==> src/sv/u8dtv_pkg.sv <==
package u8dtv_pkg;

    localparam int unsigned BYTE_W  = 8;
    localparam int unsigned MAXL_W  = 16;
    localparam int unsigned COUNT_W = 17;

    localparam logic [MAXL_W-1:0] MAX_LEN_RESET = 16'd1024;

    localparam logic [BYTE_W-1:0] B_SPACE    = 8'h20;
    localparam logic [BYTE_W-1:0] B_DEL      = 8'h7f;
    localparam logic [BYTE_W-1:0] B_CONT_LO  = 8'h80;
    localparam logic [BYTE_W-1:0] B_C2       = 8'hc2;
    localparam logic [BYTE_W-1:0] B_DF       = 8'hdf;
    localparam logic [BYTE_W-1:0] B_E0       = 8'he0;
    localparam logic [BYTE_W-1:0] B_ED       = 8'hed;
    localparam logic [BYTE_W-1:0] B_EF       = 8'hef;
    localparam logic [BYTE_W-1:0] B_F0       = 8'hf0;
    localparam logic [BYTE_W-1:0] B_F4       = 8'hf4;
    localparam logic [BYTE_W-1:0] B_8F       = 8'h8f;
    localparam logic [BYTE_W-1:0] B_90       = 8'h90;
    localparam logic [BYTE_W-1:0] B_9F       = 8'h9f;
    localparam logic [BYTE_W-1:0] B_A0       = 8'ha0;
    localparam logic [BYTE_W-1:0] B_BF       = 8'hbf;

    typedef enum logic [1:0] {
        VERDICT_OK       = 2'd0,
        VERDICT_TOO_LONG = 2'd1,
        VERDICT_CONTROL  = 2'd2,
        VERDICT_BAD_UTF8 = 2'd3
    } verdict_t;

    // allowed range for the next continuation byte
    typedef enum logic [2:0] {
        CLS_ANY = 3'd0,
        CLS_E0  = 3'd1,
        CLS_ED  = 3'd2,
        CLS_F0  = 3'd3,
        CLS_F4  = 3'd4,
        CLS_C2  = 3'd5
    } byte_class_t;

    typedef struct packed {
        logic [BYTE_W-1:0] text_byte;
        logic              has_byte;
        logic              last;
    } item_t;

endpackage

==> src/sv/u8dtv_if.sv <==
interface u8dtv_in_if;
    logic       valid;
    logic       ready;
    logic [7:0] text_byte;
    logic       has_byte;
    logic       last;

    modport source (output valid, output text_byte, output has_byte, output last,
                    input ready);
    modport sink   (input valid, input text_byte, input has_byte, input last,
                    output ready);
endinterface

interface u8dtv_out_if;
    logic        valid;
    logic        ready;
    logic [1:0]  verdict;
    logic [16:0] byte_count;

    modport source (output valid, output verdict, output byte_count, input ready);
    modport sink   (input valid, input verdict, input byte_count, output ready);
endinterface

interface u8dtv_cfg_if;
    logic        valid;
    logic        ready;
    logic [15:0] max_text_length;

    modport source (output valid, output max_text_length, input ready);
    modport sink   (input valid, input max_text_length, output ready);
endinterface

==> src/sv/u8dtv_in_stage.sv <==
module u8dtv_in_stage (
    input  logic                 clk,
    input  logic                 rst_n,
    u8dtv_in_if.sink             text_in,
    output logic                 item_valid,
    output u8dtv_pkg::item_t     item,
    input  logic                 item_take
);
    import u8dtv_pkg::*;

    logic  valid_reg;
    logic  valid_next;
    item_t item_reg;
    logic  load;

    assign text_in.ready = !valid_reg || item_take;
    assign load          = text_in.valid && text_in.ready;
    assign valid_next    = load ? 1'b1 : (item_take ? 1'b0 : valid_reg);

    always_ff @(posedge clk or negedge rst_n)
    begin
        if (!rst_n)
        begin
            valid_reg <= 1'b0;
        end
        else
        begin
            valid_reg <= valid_next;
        end
    end

    always_ff @(posedge clk)
    begin
        if (load)
        begin
            item_reg.text_byte <= text_in.text_byte;
            item_reg.has_byte  <= text_in.has_byte;
            item_reg.last      <= text_in.last;
        end
    end

    assign item_valid = valid_reg;
    assign item       = item_reg;

endmodule

==> src/sv/u8dtv_decoder.sv <==
module u8dtv_decoder (
    input  logic                              clk,
    input  logic                              rst_n,
    input  logic                              item_valid,
    input  u8dtv_pkg::item_t                  item,
    output logic                              item_take,
    input  logic [u8dtv_pkg::MAXL_W-1:0]      max_len,
    u8dtv_out_if.source                       result_out
);
    import u8dtv_pkg::*;

    logic [1:0]         pend_reg, pend_next;
    byte_class_t        cls_reg, cls_next;
    verdict_t           err_reg, err_next;
    logic [COUNT_W-1:0] cnt_reg, cnt_next;
    logic               out_valid_reg, out_valid_next;
    verdict_t           verdict_reg, verdict_next;
    logic [COUNT_W-1:0] count_out_reg;

    logic               out_free;
    logic               fire;
    logic               emit;
    logic [1:0]         pend_dec;
    byte_class_t        cls_dec;
    verdict_t           err_dec;
    logic [BYTE_W-1:0]  lo;
    logic [BYTE_W-1:0]  hi;
    logic [BYTE_W-1:0]  b;

    assign out_free  = !out_valid_reg || result_out.ready;
    assign item_take = item_valid && (!item.last || out_free);
    assign fire      = item_take;
    assign emit      = fire && item.last;
    assign b         = item.text_byte;

    // continuation range for the current class
    always_comb
    begin
        lo = B_CONT_LO;
        hi = B_BF;
        case (cls_reg)
            CLS_E0:  lo = B_A0;
            CLS_ED:  hi = B_9F;
            CLS_F0:  lo = B_90;
            CLS_F4:  hi = B_8F;
            default: ;
        endcase
    end

    // one byte through the decoder, valid when no error is latched
    always_comb
    begin
        pend_dec = pend_reg;
        cls_dec  = cls_reg;
        err_dec  = err_reg;
        if (pend_reg != 2'd0)
        begin
            if (b < lo || b > hi)
            begin
                err_dec = VERDICT_BAD_UTF8;
            end
            else if (cls_reg == CLS_C2 && b <= B_9F)
            begin
                err_dec = VERDICT_CONTROL;
            end
            else
            begin
                cls_dec  = CLS_ANY;
                pend_dec = pend_reg - 2'd1;
            end
        end
        else if (b <= B_DEL)
        begin
            if (b < B_SPACE || b == B_DEL)
            begin
                err_dec = VERDICT_CONTROL;
            end
        end
        else if (b >= B_C2 && b <= B_DF)
        begin
            pend_dec = 2'd1;
            cls_dec  = (b == B_C2) ? CLS_C2 : CLS_ANY;
        end
        else if (b >= B_E0 && b <= B_EF)
        begin
            pend_dec = 2'd2;
            cls_dec  = (b == B_E0) ? CLS_E0 : ((b == B_ED) ? CLS_ED : CLS_ANY);
        end
        else if (b >= B_F0 && b <= B_F4)
        begin
            pend_dec = 2'd3;
            cls_dec  = (b == B_F0) ? CLS_F0 : ((b == B_F4) ? CLS_F4 : CLS_ANY);
        end
        else
        begin
            err_dec = VERDICT_BAD_UTF8;
        end
    end

    always_comb
    begin
        pend_next    = pend_reg;
        cls_next     = cls_reg;
        err_next     = err_reg;
        cnt_next     = cnt_reg;
        verdict_next = verdict_reg;
        if (fire && item.has_byte)
        begin
            // top bit set means the count has saturated
            if (!cnt_reg[COUNT_W-1])
            begin
                cnt_next = cnt_reg + 1'b1;
            end
            if (err_reg == VERDICT_OK)
            begin
                pend_next = pend_dec;
                cls_next  = cls_dec;
                err_next  = err_dec;
            end
        end
        if (cnt_next > {1'b0, max_len})
        begin
            verdict_next = VERDICT_TOO_LONG;
        end
        else if (err_next != VERDICT_OK)
        begin
            verdict_next = err_next;
        end
        else if (pend_next != 2'd0)
        begin
            verdict_next = VERDICT_BAD_UTF8;
        end
        else
        begin
            verdict_next = VERDICT_OK;
        end
        if (!emit)
        begin
            verdict_next = verdict_reg;
        end
    end

    assign out_valid_next = emit ? 1'b1 : (result_out.ready ? 1'b0 : out_valid_reg);

    always_ff @(posedge clk or negedge rst_n)
    begin
        if (!rst_n)
        begin
            pend_reg      <= 2'd0;
            cls_reg       <= CLS_ANY;
            err_reg       <= VERDICT_OK;
            cnt_reg       <= '0;
            out_valid_reg <= 1'b0;
        end
        else
        begin
            out_valid_reg <= out_valid_next;
            if (emit)
            begin
                pend_reg <= 2'd0;
                cls_reg  <= CLS_ANY;
                err_reg  <= VERDICT_OK;
                cnt_reg  <= '0;
            end
            else
            begin
                pend_reg <= pend_next;
                cls_reg  <= cls_next;
                err_reg  <= err_next;
                cnt_reg  <= cnt_next;
            end
        end
    end

    always_ff @(posedge clk)
    begin
        if (emit)
        begin
            count_out_reg <= cnt_next;
        end
        verdict_reg <= verdict_next;
    end

    assign result_out.valid      = out_valid_reg;
    assign result_out.verdict    = verdict_reg;
    assign result_out.byte_count = count_out_reg;

endmodule

==> src/sv/utf8_display_text_validator.sv <==
// Checks one display text, one byte per item, for strict UTF-8 without
// control characters (C0, DEL, C1 as C2 80..9F) and gives one verdict with
// the saturating byte count on the item marked last. Every item is
// registered at the input, then the decoder state and the result register
// update when the decoder takes it, so items stream at one per cycle
// unless a last item stalls. An input item is still taken while a verdict
// waits at the output; only a last item stalls until the result register
// is free. A length over max_text_length wins over content errors. The
// max_text_length register is always ready and is to be written only while
// no text is in flight.
module utf8_display_text_validator (
    input  logic        clk,
    input  logic        rst_n,
    u8dtv_in_if.sink    text_in,
    u8dtv_out_if.source result_out,
    u8dtv_cfg_if.sink   cfg
);
    import u8dtv_pkg::*;

    logic [MAXL_W-1:0] max_len_reg;
    logic [MAXL_W-1:0] max_len_next;
    logic              item_valid;
    item_t             item;
    logic              item_take;

    assign cfg.ready    = 1'b1;
    assign max_len_next = (cfg.valid && cfg.ready) ? cfg.max_text_length : max_len_reg;

    always_ff @(posedge clk or negedge rst_n)
    begin
        if (!rst_n)
        begin
            max_len_reg <= MAX_LEN_RESET;
        end
        else
        begin
            max_len_reg <= max_len_next;
        end
    end

    u8dtv_in_stage u_in_stage (
        .clk        (clk),
        .rst_n      (rst_n),
        .text_in    (text_in),
        .item_valid (item_valid),
        .item       (item),
        .item_take  (item_take)
    );

    u8dtv_decoder u_decoder (
        .clk        (clk),
        .rst_n      (rst_n),
        .item_valid (item_valid),
        .item       (item),
        .item_take  (item_take),
        .max_len    (max_len_reg),
        .result_out (result_out)
    );

endmodule
==> src/flat_wrapper.sv <==
// flat-port wrapper written by rule: the top's interface ports become plain ports
module utf8_display_text_validator_flat import u8dtv_pkg::*;
  (clk, rst_n, text_in_valid, text_in_text_byte, text_in_has_byte, text_in_last, text_in_ready, result_out_valid, result_out_verdict, result_out_byte_count, result_out_ready, cfg_valid, cfg_max_text_length, cfg_ready);
  u8dtv_in_if text_in_i ();
  u8dtv_out_if result_out_i ();
  u8dtv_cfg_if cfg_i ();
  input  logic clk;
  input  logic rst_n;
  input wire logic [$bits(text_in_i.valid)-1:0] text_in_valid;
  input wire logic [$bits(text_in_i.text_byte)-1:0] text_in_text_byte;
  input wire logic [$bits(text_in_i.has_byte)-1:0] text_in_has_byte;
  input wire logic [$bits(text_in_i.last)-1:0] text_in_last;
  output wire logic [$bits(text_in_i.ready)-1:0] text_in_ready;
  output wire logic [$bits(result_out_i.valid)-1:0] result_out_valid;
  output wire logic [$bits(result_out_i.verdict)-1:0] result_out_verdict;
  output wire logic [$bits(result_out_i.byte_count)-1:0] result_out_byte_count;
  input wire logic [$bits(result_out_i.ready)-1:0] result_out_ready;
  input wire logic [$bits(cfg_i.valid)-1:0] cfg_valid;
  input wire logic [$bits(cfg_i.max_text_length)-1:0] cfg_max_text_length;
  output wire logic [$bits(cfg_i.ready)-1:0] cfg_ready;
  assign text_in_i.valid = text_in_valid;
  assign text_in_i.text_byte = text_in_text_byte;
  assign text_in_i.has_byte = text_in_has_byte;
  assign text_in_i.last = text_in_last;
  assign text_in_ready = text_in_i.ready;
  assign result_out_valid = result_out_i.valid;
  assign result_out_verdict = result_out_i.verdict;
  assign result_out_byte_count = result_out_i.byte_count;
  assign result_out_i.ready = result_out_ready;
  assign cfg_i.valid = cfg_valid;
  assign cfg_i.max_text_length = cfg_max_text_length;
  assign cfg_ready = cfg_i.ready;
  utf8_display_text_validator u_core (.clk(clk), .rst_n(rst_n), .text_in(text_in_i), .result_out(result_out_i), .cfg(cfg_i));
endmodule
==> config.mk <==
export PLATFORM = sky130hd
export DESIGN_NAME = utf8_display_text_validator_flat
export DESIGN_NICKNAME = d
export VERILOG_FILES = /design/src/sv/u8dtv_pkg.sv /design/src/sv/u8dtv_if.sv /design/src/sv/u8dtv_in_stage.sv /design/src/sv/u8dtv_decoder.sv /design/src/sv/utf8_display_text_validator.sv /design/src/flat_wrapper.sv
export SDC_FILE = /design/constraint.sdc
export NUM_CORES = 1
export LEC_CHECK = 0
export ABC_CLOCK_PERIOD_IN_PS = 3000
export CORE_ASPECT_RATIO = 0.7
export CORE_MARGIN = 3
export CORE_UTILIZATION = 55
export CTS_BUF_LIST = sky130_fd_sc_hd__clkbuf_4 sky130_fd_sc_hd__clkbuf_8
export CTS_CLUSTER_SIZE = 28
export DETAILED_ROUTE_END_ITERATION = 12
export DONT_BUFFER_PORTS = 1
export PLACE_DENSITY = 0.73
export REMOVE_ABC_BUFFERS = 1
export SYNTH_ARGS = -nofsm -noshare
export SYNTH_HDL_FRONTEND = slang
export SYNTH_SLANG_ARGS = --single-unit
==> constraint.sdc <==
create_clock -name clk -period 3 [get_ports clk]
set_input_delay 0.6 -clock clk [delete_from_list [all_inputs] [get_ports clk]]
set_output_delay 0.6 -clock clk [all_outputs]
set_load 0.05 [all_outputs]
Word level (Yosys, flattened, before mapping):

Index checks and enable logic that the tools add are counted.
W data, S select, Z words.

* register bits after elaboration: 71
* input bits: 31
* output and inout bits: 22
* word-level logic and storage cells: 113

* add/sub/neg operators: 2
* magnitude comparators: 12
* equal/unequal tests: 14
* mux-type cells: 47
* reduce and logical (&&, ||, !) cells: 26

Operators by type and width (count)
* $mux W17: 3
* $mux W2: 25
* $eq A8 B8 Y1 const B: 5
* $mux W3: 13
* $le A8 B8 Y1 const B: 4
* $ge A8 B8 Y1 const B: 3
* $pmux W6 S2: 2
* $add A17 B1 Y17 const B: 1
* $gt A17 B16 Y1: 1
* $reduce_bool A2 Y1: 7
* $ne A3 B3 Y1 const B: 3
* $eq A8 B7 Y1 const B: 1
* $gt A8 B8 Y1: 1
* $le A8 B7 Y1 const B: 1
* $logic_and A1 B1 Y1: 8
* $lt A8 B6 Y1 const B: 1
* $lt A8 B8 Y1: 1
* $eq A3 B2 Y1 const B: 2
* $eq A3 B3 Y1 const B: 2
* $reduce_and A6 Y1: 1
* $logic_or A1 B1 Y1: 5
* $reduce_bool A5 Y1: 1
* $mux W1: 4
* $eq A3 B1 Y1 const B: 1
* other kinds (3): 5

Depth between registers and ports, before layout:

Gate-level depths: netlist of the first run.

* word-level depth: 12
* gate-level depth with buffers: 13

Hierarchy:

Synthesis of the first run repeated with hierarchy kept, for this count alone.

* cells, all modules: 315
* area total of the unflattened synthesis: 3694.8 um2

Modules (own cells, without submodules)
* u8dtv_decoder: times used 1, cells an instance 265, area an instance 2678.8 um2, sequential area each 1196.1 um2
* utf8_display_text_validator: times used 1, cells an instance 36, area an instance 661.9 um2, sequential area each 401.6 um2
* u8dtv_in_stage: times used 1, cells an instance 14, area an instance 354.1 um2, sequential area each 325.3 um2

Worst setup path after synthesis of the first run:

No wires, ideal clock.

* kind: register to register
* start: register u_core.u_decoder.out_valid_reg (netlist: u_core.u_decoder.result_out.valid)
* end: register u_core.u_decoder.verdict_reg[0] (netlist: u_core.u_decoder.result_out.verdict[0]), data pin
* arrival time: 3.014 ns
* data required time: 2.737 ns
* slack: -0.277 ns
* stages on the path, launching flop included: 13
* clock period less this slack: 3.277 ns
* cell sequence: dfrtp_1 -> and3b_1 -> nor4_2 -> nand3_1 -> xor2_1 -> inv_1 -> ha_1 -> o21ai_0 -> nor2_1 -> a2111o_1 -> a211oi_1 -> o211ai_1 -> o21bai_1

* elaborated cells between the ends (all ways): 13

RTL lines
* start: declaration: RTL line u8dtv_decoder.sv:16 `logic out_valid_reg, out_valid_next;`
* start signal: assignment: RTL line u8dtv_decoder.sv:157 `out_valid_reg <= out_valid_next;`
* $logic_not A1 Y1: RTL line u8dtv_decoder.sv:30 `assign out_free = !out_valid_reg || result_out.ready;`
* $logic_or A1 B1 Y1: RTL line u8dtv_decoder.sv:30
* $logic_or A1 B1 Y1: RTL line u8dtv_decoder.sv:31 `assign item_take = item_valid && (!item.last || out_free);`
* $logic_and A1 B1 Y1: RTL line u8dtv_decoder.sv:31
* $logic_and A1 B1 Y1: RTL line u8dtv_decoder.sv:107 `if (fire && item.has_byte)`
* $mux W17: RTL line u8dtv_decoder.sv:107
* via u_core.u_decoder.cnt_next[7]: RTL line u8dtv_decoder.sv:15 `logic [COUNT_W-1:0] cnt_reg, cnt_next;`
* $gt A17 B16 Y1: RTL line u8dtv_decoder.sv:121 `if (cnt_next > {1'b0, max_len})`
* end signal: assignment: RTL line u8dtv_decoder.sv:181 `verdict_reg <= verdict_next;`
* end: declaration: RTL line u8dtv_decoder.sv:17 `verdict_t verdict_reg, verdict_next;`

The timed path passes the listed nets, and every way through them passes these cells.
A chain may end at the register's enable or synchronous reset.

Worst setup path in the final report of the first run:

* start: register u_core.u_decoder.cnt_reg[16]
* end: register u_core.u_decoder.verdict_reg[0] (netlist: u_core.u_decoder.result_out.verdict[0]), data pin

* elaborated cells between the ends (all ways): 4

RTL lines
* start: declaration: RTL line u8dtv_decoder.sv:15
* start signal: assignment: RTL line u8dtv_decoder.sv:170 `cnt_reg <= cnt_next;`
* $mux W17: RTL line u8dtv_decoder.sv:110 `if (!cnt_reg[COUNT_W-1])`
* $mux W17: RTL line u8dtv_decoder.sv:107
* via u_core.u_decoder.cnt_next[4]: RTL line u8dtv_decoder.sv:15
* $gt A17 B16 Y1: RTL line u8dtv_decoder.sv:121

The timed path passes the listed nets, and every way through them passes these cells.

==> results of run 1 <==
==> power by group through the flow <==
stage / Clock, mW / Combinational, mW / Sequential (mW)
2_1_floorplan: 0 / 0.249 / 1.24
3_3_place_gp: 0 / 0.390 / 1.24
3_5_place_dp: 0 / 0.412 / 1.24
4_1_cts: 0.786 / 0.441 / 1.22
5_1_grt: 0.836 / 0.503 / 1.23
6_report: 0.778 / 0.458 / 1.22
==> critical path, stage by stage (launching register included) <==
cell and delay, ps:
dfrtp_1 480, nand4b_1 250, buf_4 180, nor2_1 130, xnor2_1 180, inv_1 100
ha_1 330, a21oi_1 140, o21ai_0 150, a2111o_1 420, a211oi_2 270, o211ai_1 140
o21bai_1 200
==> what timing repair did <==
action                                 4_1_cts  5_1_grt
hold buffers                                 1        0
pin swaps                                    9       14
endpoints found under the hold margin       41        0
gates resized for setup                     10       16
buffers inserted                            16        3
setup endpoints to repair                    2        3
==> final cells by class <==
cell class	instances	area [um2]	area share [%]
multi-input cells	230	1710	37.7
inverters	33	124	2.73
well taps	91	114	2.51
repair buffers	59	468	10.3
flip-flops and latches	71	1920	42.3
clock inverters	5	60.1	1.32
clock buffers	11	139	3.06
==> stage by stage <==
step | std cells | util [%]
after CTS | 497 | 69.6
after detailed placement | 464 | 63.6
after floorplan | 334 | -
after global placement | 464 | 63.6
after global routing | 500 | 71.3
final | 500 | 71.3
==> worst max path at each step <==
stage,startpoint,end,slack [ps],cells past startpoint
5_1_grt,u_core.u_decoder.cnt_reg[16],u_core.u_decoder.result_out.verdict[0],-380,12
4_1_cts,u_core.u_decoder.cnt_reg[0],u_core.u_decoder.result_out.verdict[0],-130,14
3_3_place_gp,result_out_ready,u_core.u_decoder.result_out.verdict[0],-340,13
2_1_floorplan,u_core.u_decoder.result_out.valid,u_core.u_decoder.result_out.verdict[0],-280,12
3_5_place_dp,result_out_ready,u_core.u_decoder.result_out.verdict[0],-500,12
6_report,u_core.u_decoder.cnt_reg[16],u_core.u_decoder.result_out.verdict[0],-220,12
==> metal layers <==
| layer | track usage (%) | up-vias | wire, um |
|---|---|---|---|
| li1 | - | 1335 | - |
| met1 | 31.2 | 1327 | 3960 |
| met2 | 31.7 | 99 | 3890 |
| met3 | 7.97 | 14 | 535 |
| met4 | 6.78 | 0 | 111 |
| met5 | 0 | - | 0 |
==> cells in the mapped netlist, types with 3 or more instances <==
cell and instances:
dfrtp_1 41, inv_1 33, nand2_1 32, edfxtp_1 29
nor2_1 29, o21ai_0 24, ha_1 21, nor2b_1 13
nand3_1 10, a21oi_1 8, xnor2_1 8, xor2_1 8
nor3_1 6, nand4_1 5, buf_4 4, clkbuf_1 4
o211ai_1 4, and3_1 3, nand4b_1 3, or3_1 3
==> kinds of logic after synthesis <==
group / Yosys count / share of synthesized area, %
buffers and inverters: 45 / 5.66
other: 1 / 0.101
and+or+nand+nor: 126 / 18.6
AOI/OAI and AO/OA: 63 / 12.0
xor gates and xnor gates: 16 / 3.78
muxes: 3 / 0.877
DFF: 71 / 51.8
adders and majority gates: 21 / 7.08
==> flow_summary.json, run 1 <==
{
  "final_cell_mix": "buf_4 (57), dfrtp_1 (41), nand2_1 (32)",
  "drt-total-wl_um": 8500,
  "worstHoldPathType": "input port to async pin",
  "grt.overflow.total": 0,
  "maxCapViolCount": 0,
  "track_usage_pct": 21.9,
  "cts_num_sinks": 71,
  "drt_first_pass_iters": 5,
  "finalCriticalPeriod_ps": 3220,
  "first_global_vias": 2674,
  "diodes": 0,
  "setup_slack_ps": -224,
  "power.switching_fraction_pct": 30.3,
  "ys_warn_count": 0,
  "grt_max_degree": 42,
  "cp-end-kind": "flip-flop",
  "r2r-start": "u_core.u_decoder.cnt_reg[16]",
  "clock_latency_ps": 360,
  "synth.avg_cell_area_um2": 10.7,
  "synth_edf_count": 29,
  "regToRegEndpoint": "u_core.u_decoder.result_out.verdict[0]",
  "yosysUniqueCellTypes": 68,
  "synth_seq_cells": 71,
  "clock_power_share_pct": 31.7,
  "tns_ps": -383,
  "power_mw": 2.46,
  "grt_antenna_before_repair": 0,
  "worst_slew_pin_slew_ps": 563,
  "via_count": 2775,
  "via_per_inst": 5.55,
  "netlist_area_mm2": 0.00371,
  "reg2reg_depth": 12,
  "pin_count": 53,
  "critPathLaunchType": "flip-flop",
  "syn_inst": 346,
  "layout-drive-gt1-share_pct": 28.4,
  "p_seq_share_pct": 49.7,
  "dp_hpwl_um": 5640,
  "htree_levels": 3,
  "pwr-share-comb_pct": 18.6,
  "clk_pin_slew_worst_paths_ps": 80,
  "syn_to_final_growth_pct": 22.4,
  "io_buffers": 0,
  "critPathKind": "flip-flop to flip-flop",
  "nFillCells": 441,
  "finClkSkew_ps": 6.48,
  "gp_congestion": 0.835,
  "critical_path_required_ps": 3110,
  "ys_seq_area_share_pct": 51.8,
  "power_density_mw_per_mm2": 541,
  "fin_crit_sh_pct": 107,
  "final_area_mm2": 0.00454,
  "drt_iter0_drc": 244,
  "numCtsBuffers": 9,
  "synth.area.top_cells": "dfrtp_1 (28%), edfxtp_1 (23%), ha_1 (7.1%)",
  "row_count": 24,
  "status": "complete, but fails checks",
  "wl_per_cell_um": 17.0,
  "fin_nets": 456,
  "async_reset_ff_share_pct": 59.2,
  "core_area_mm2": 0.00637,
  "die_h_um": 74.7,
  "fmax_ghz": 0.310,
  "setup-violations-final": 3,
  "ir_drop_uv": 370,
  "rsz0062_at_grt": "yes",
  "p_int_mw": 1.71,
  "whs_ps": 74.1,
  "power_switching_mw": 0.745,
  "violations": "setup timing",
  "cts_tree": "built",
  "grt_pass1_wl_um": 13200,
  "ff2ff_setup_slack_ps": -220,
  "yosysTopAreaCell": "dfrtp_1",
  "maxSlewViolCount": 0,
  "place_area_mm2": 0.00405,
  "yosysTopAreaCellShare_pct": 27.6,
  "hold_viol_final": 0,
  "crit_fanout": 4,
  "max-slew-margin-rel_pct": 62.4,
  "ys.flop_type": "dfrtp_1",
  "pre_cts_slack_ps": -495,
  "mostFrequentLayoutCell": "buf_4",
  "cts_root_buf": "clkbuf_8",
  "postRouteAntennaNets": 0,
  "post-route-drc-count": 0,
  "cp.arrival_ps": 3330,
  "start_util_pct": 58.3,
  "fp.dieW_um": 104,
  "leakagePower_nw": 2.08,
  "die-area_mm2": 0.00778,
  "clockBufferDepth": 2
}
Power figures use the tool's default switching activity.
==> inputs of run 2 (changes only) <==
Settings changed: MAX_ROUTING_LAYER set to met4.
==> flow_summary.json, run 2 (same netlist as run 1, synthesis figures left out) <==
{
  "status": "complete, but fails checks",
  "violations": "setup timing",
  "drt_iter0_drc": 189,
  "clockBufferDepth": 2,
  "setup-violations-final": 2,
  "power.switching_fraction_pct": 28.2,
  "layout-drive-gt1-share_pct": 25.6,
  "crit_fanout": 4,
  "final_core_util_pct": 70.5,
  "drt-total-wl_um": 8540,
  "clock_power_share_pct": 35.4,
  "postRouteAntennaNets": 0,
  "setup_slack_ps": -250,
  "syn_to_final_growth_pct": 20.9,
  "clock_latency_ps": 350,
  "max-slew-margin-rel_pct": 63.1,
  "rsz0062_at_grt": "yes",
  "mostFrequentLayoutCell": "buf_4",
  "gp_congestion": 0.877,
  "via_per_inst": 5.68,
  "fp.dieW_um": 104,
  "htree_levels": 3,
  "diodes": 0,
  "hold_viol_final": 0,
  "whs_ps": 82.5,
  "core_area_mm2": 0.00637,
  "wl_per_cell_um": 17.5,
  "critPathLaunchType": "flip-flop",
  "finClkSkew_ps": 10.4,
  "ff2ff_setup_slack_ps": -250,
  "nFillCells": 472,
  "grt.overflow.total": 0,
  "p_seq_share_pct": 46.3,
  "final_area_mm2": 0.00449,
  "seqCellArea_mm2": 0.00192,
  "first_global_vias": 2712,
  "grt_antenna_before_repair": 0,
  "cts_num_sinks": 71,
  "pin_count": 53,
  "critical_path_required_ps": 3090,
  "track_usage_pct": 23.2,
  "place_area_mm2": 0.00405,
  "grt_pass1_wl_um": 13500,
  "maxCapViolCount": 0,
  "worst_slew_pin_slew_ps": 553,
  "dp_hpwl_um": 5620,
  "clk_pin_slew_worst_paths_ps": 80,
  "critPathKind": "flip-flop to flip-flop",
  "row_count": 24,
  "power_switching_mw": 0.747,
  "fin_nets": 445,
  "numCtsBuffers": 9,
  "pwr-share-comb_pct": 18.3,
  "cts_tree": "built",
  "final_cell_mix": "buf_4 (44), dfrtp_1 (41), inv_1 (32), nand2_1 (32)",
  "maxSlewViolCount": 0,
  "reg2reg_depth": 14,
  "r2r-start": "u_core.u_decoder.cnt_reg[1]",
  "die-area_mm2": 0.00778,
  "regToRegEndpoint": "u_core.u_decoder.result_out.verdict[0]",
  "via_count": 2777,
  "finalCriticalPeriod_ps": 3250,
  "cp-end-kind": "flip-flop",
  "cts_root_buf": "clkbuf_8",
  "cp.arrival_ps": 3340,
  "p_int_mw": 1.90,
  "grt_max_degree": 42,
  "drt_first_pass_iters": 5,
  "ir_drop_uv": 398,
  "multiInputGateArea_mm2": 0.00169,
  "fmax_ghz": 0.308,
  "io_buffers": 0,
  "worstHoldPathType": "input port to async pin",
  "post-route-drc-count": 0,
  "fin_crit_sh_pct": 108,
  "die_h_um": 74.7,
  "power_density_mw_per_mm2": 591,
  "leakagePower_nw": 2.05,
  "start_util_pct": 58.3
}
==> run 2: changes by cell type in the layout (fill, tap and decap cells not counted), moves of 2 or more <==
| cell | before | now |
|---|---|---|
| buf_6 | 0 | 2 |
| buf_4 | 57 | 44 |
| bufinv_16 | 1 | 3 |
| and3_4 | 2 | 0 |
| and3_1 | 1 | 3 |
==> run 2: worst max-delay path by stage <==
| stage | slack [ps] | from | end |
|---|---|---|---|
| 2_1_floorplan | -280 | u_core.u_decoder.result_out.valid | u_core.u_decoder.result_out.verdict[0] |
| 6_report | -250 | u_core.u_decoder.cnt_reg[1] | u_core.u_decoder.result_out.verdict[0] |
| 5_1_grt | -370 | u_core.u_decoder.cnt_reg[1] | u_core.u_decoder.result_out.verdict[0] |
| 3_5_place_dp | -470 | result_out_ready | u_core.u_decoder.result_out.verdict[0] |
| 3_3_place_gp | -350 | result_out_ready | u_core.u_decoder.result_out.verdict[0] |
| 4_1_cts | -90 | u_core.u_decoder.cnt_reg[0] | u_core.u_decoder.result_out.verdict[0] |
==> run 2: through the flow <==
stage          TNS (ps)  worst slack, ps  cells  power [mW]
5_1_grt            -686             -369    489        2.75
2_1_floorplan      -390             -277    334        1.49
3_3_place_gp       -527             -347    464        1.63
3_5_place_dp       -776             -467    464        1.65
6_report           -438             -250    489        2.65
4_1_cts           -88.1            -88.1    487        2.63
==> run 2: layout make-up <==
| cell class | instances | share of cell area [%] |
|---|---|---|
| Inverter | 33 | 2.76 |
| Clock inverter | 5 | 2.40 |
| Timing Repair Buffer | 48 | 8.76 |
| Sequential cell | 71 | 42.9 |
| Clock buffer | 11 | 3.10 |
| Tap cell | 91 | 2.54 |
| Multi-Input combinational cell | 230 | 37.6 |
==> run 2: worst max-delay path, cell delays in order (launching register included) <==
cell and delay, ps:
dfrtp_1 380, buf_6 120, nand3_2 70, nor4_2 280, buf_4 200, nand3_2 100, xor2_2 210, inv_2 80
ha_1 210, a211oi_2 220, nor2_1 90, a2111o_1 410, a211oi_2 280, o211ai_1 130, o21bai_1 190
==> run 2: power by group through the flow <==
stage | Sequential, mW | Clock [mW] | Combinational (mW)
detailed placement | 1.24 | 0 | 0.409
CTS | 1.22 | 0.944 | 0.460
global route | 1.24 | 0.984 | 0.534
floorplan | 1.24 | 0 | 0.249
finish | 1.23 | 0.937 | 0.486
global placement | 1.24 | 0 | 0.390
==> run 2: repair_timing <==
item / CTS / global route
hold endpoints to repair: 41 / 0
resized for setup: 15 / 10
endpoints found under the setup margin: 2 / 2
buffers inserted: 6 / 2
pin swaps: 13 / 8
hold buffers: 1 / 0
==> run 2: metal layers <==
| metal | routed length (um) | global-route usage [%] | vias to the layer above |
|---|---|---|---|
| met5 | 0 | - | - |
| met4 | 108 | 6.93 | 0 |
| met3 | 520 | 6.60 | 12 |
| met2 | 3840 | 34.6 | 94 |
| met1 | 4070 | 31.3 | 1360 |
| li1 | - | - | 1311 |
==> inputs of run 3 (changes only) <==
--- a/config.mk
+++ b/config.mk
@@ -7,2 +7,3 @@
 export LEC_CHECK = 0
+export ABC_AREA = 1
 export ABC_CLOCK_PERIOD_IN_PS = 3000
==> constraint.sdc (replaced) <==
create_clock -name clk -period 3 [get_ports clk]
set_input_delay 0.15 -clock clk [delete_from_list [all_inputs] [get_ports clk]]
set_output_delay 0.15 -clock clk [all_outputs]
set_load 0.05 [all_outputs]
==> flow_summary.json, run 3 <==
{
  "reg2reg_depth": 22,
  "max-slew-margin-rel_pct": 35.7,
  "grt.overflow.total": 0,
  "gp_congestion": 0.913,
  "place_area_mm2": 0.00397,
  "post-route-drc-count": 0,
  "ir_drop_uv": 359,
  "crit_fanout": 4,
  "leakagePower_nw": 2.28,
  "track_usage_pct": 21.6,
  "whs_ps": 338,
  "cts_num_sinks": 71,
  "syn_to_final_growth_pct": 21.8,
  "netlist_area_mm2": 0.00385,
  "synth.avg_cell_area_um2": 8.60,
  "r2r-start": "u_core.u_in_stage.item[0]",
  "worstHoldPathType": "input port to async pin",
  "critPathKind": "flip-flop to flip-flop",
  "final_cell_mix": "nand2_1 (112), inv_1 (64), dfrtp_1 (41)",
  "ys.flop_type": "dfrtp_1",
  "finalCriticalPeriod_ps": 2950,
  "numCtsBuffers": 9,
  "cp.arrival_ps": 3060,
  "ys_seq_area_share_pct": 49.9,
  "ff2ff_setup_slack_ps": 50,
  "diodes": 0,
  "critical_path_required_ps": 3110,
  "mostFrequentLayoutCell": "nand2_1",
  "core_area_mm2": 0.00649,
  "clk_pin_slew_worst_paths_ps": 70,
  "yosysMostFrequentCell": "nand2_1",
  "synth.area.top_cells": "dfrtp_1 (27%), edfxtp_1 (23%), nand2_1 (11%)",
  "cts_root_buf": "clkbuf_8",
  "first_global_vias": 2735,
  "dp_hpwl_um": 5680,
  "yosysTopAreaCell": "dfrtp_1",
  "final_core_util_pct": 72.3,
  "nFillCells": 480,
  "drt_iter0_drc": 182,
  "io_buffers": 0,
  "pre_cts_slack_ps": 15.5,
  "power_mw": 2.74,
  "rsz0062_at_grt": "yes",
  "setup-violations-final": 0,
  "start_util_pct": 59.4,
  "yosysUniqueCellTypes": 39,
  "cts_tree": "built",
  "htree_levels": 3,
  "fin_crit_sh_pct": 98.5,
  "finClkSkew_ps": 6.80,
  "clockBufferDepth": 2,
  "drt-total-wl_um": 8390,
  "grt_antenna_before_repair": 0,
  "synth_edf_count": 29,
  "fp.dieW_um": 106,
  "die-area_mm2": 0.00806,
  "hold_viol_final": 0,
  "worst_slew_pin_slew_ps": 961,
  "regToRegEndpoint": "u_core.u_decoder.result_out.verdict[0]",
  "cp-end-kind": "flip-flop",
  "fin_nets": 547,
  "postRouteAntennaNets": 0,
  "async_reset_ff_share_pct": 59.2,
  "die_h_um": 76.0,
  "via_per_inst": 5.09,
  "critPathLaunchType": "flip-flop",
  "status": "completed",
  "clock_latency_ps": 350,
  "setup_slack_ps": 45.2,
  "synth_seq_cells": 71,
  "power_density_mw_per_mm2": 583,
  "ys_warn_count": 0,
  "grt_pass1_wl_um": 13400,
  "layout-drive-gt1-share_pct": 14.2,
  "yosysTopAreaCellShare_pct": 26.6,
  "fmax_ghz": 0.338,
  "via_count": 3008,
  "grt_max_degree": 43,
  "syn_inst": 448,
  "pin_count": 53,
  "wl_per_cell_um": 14.2,
  "final_area_mm2": 0.00469,
  "maxSlewViolCount": 0,
  "maxCapViolCount": 0,
  "synthTopCellsByCount": "nand2_1 (117), inv_1 (68), nor2_1 (45), dfrtp_1 (41), edfxtp_1 (29)",
  "row_count": 24,
  "drt_first_pass_iters": 7
}
-- run 3: cell count changes after synthesis, sizes merged, moves of 7 or more --
cell	previous run	this run
xnor2	8	1
nand2	32	121
nand3	10	24
a21oi	8	16
nor2b	13	0
nor2	29	49
inv	33	70
-- run 3: per-layer routing --
layer | wire length, um | vias up | track usage (%)
met5 | 0 | - | -
met1 | 4210 | 1371 | 32.2
li1 | - | 1529 | -
met3 | 514 | 11 | 6.10
met2 | 3580 | 97 | 28.9
met4 | 82 | 0 | 6.08
-- run 3: cell families after synthesis --
group	after synthesis	synth area share, %
muxes	3	0.812
DFF	71	49.9
buffers and inverters	78	7.92
adders and majority gates	21	6.82
AOI/OAI and AO/OA	50	7.11
other	1	0.0973
and+or+nand+nor	214	24.8
xor gates and xnor gates	10	2.47
-- run 3: cell type report --
type | instances | area (um2) | area share (%)
Clock buffer | 11 | 145 | 3.09
Timing Repair Buffer | 44 | 425 | 9.07
Sequential cell | 71 | 1920 | 41.0
Tap cell | 91 | 114 | 2.43
Multi-Input combinational cell | 299 | 1760 | 37.6
Clock inverter | 5 | 57.6 | 1.23
Inverter | 70 | 263 | 5.60
-- run 3: per-stage QoR --
| step | TNS [ps] | cells |
|---|---|---|
| final | 0 | 591 |
| after global placement | 0 | 537 |
| after detailed placement | 0 | 537 |
| after global routing | -283 | 591 |
| after floorplan | 0 | 440 |
| after CTS | 0 | 584 |
-- run 3: how the worst max path moves through the flow --
| stage | start | end | slack [ps] | cells after the start |
|---|---|---|---|---|
| floorplan | u_core.u_decoder.result_out.valid | u_core.u_decoder.result_out.verdict[0] | 100 | 23 |
| detailed placement | u_core.u_in_stage.item[0] | u_core.u_decoder.result_out.verdict[0] | 20 | 23 |
| finish | u_core.u_in_stage.item[0] | u_core.u_decoder.result_out.verdict[0] | 50 | 22 |
| global route | u_core.u_in_stage.item[0] | u_core.u_decoder.result_out.verdict[0] | -160 | 22 |
| CTS | u_core.u_in_stage.item[0] | u_core.u_decoder.result_out.verdict[0] | 20 | 20 |
| global placement | u_core.u_in_stage.item[0] | u_core.u_decoder.result_out.verdict[0] | 100 | 23 |
-- run 3: what timing repair did --
item / in CTS / in global routing
resized for setup: 1 / 30
pin swaps: 0 / 17
setup endpoints to repair: 1 / 2
hold buffers: 31 / 0
buffers inserted: 0 / 7
endpoints found under the hold margin: 70 / 0
-- run 3: worst max-delay path, cell delays in order (launching register included) --
cell and delay [ps]:
edfxtp_1 430, nand3_2 90, nand2_2 70, nor2_4 160
nand2_4 100, nor2_4 170, nand2_4 90, nor2_8 180
nand2_4 90, xor2_4 230, ha_4 230, nand2_2 70
inv_2 30, nand2_1 60, nand2_1 50, nand2_1 50
nand2_1 60, a21oi_2 190, nand2_1 70, nand2_1 70
nand2_2 70, nor2_4 110, nand2_1 60
-- run 3: report_power, final --
group,leakage (nW),internal [mW],switching [mW],total [mW]
Clock,0.0950,0.414,0.362,0.776
Sequential,0.818,1.14,0.152,1.29
Combinational,1.36,0.237,0.433,0.670
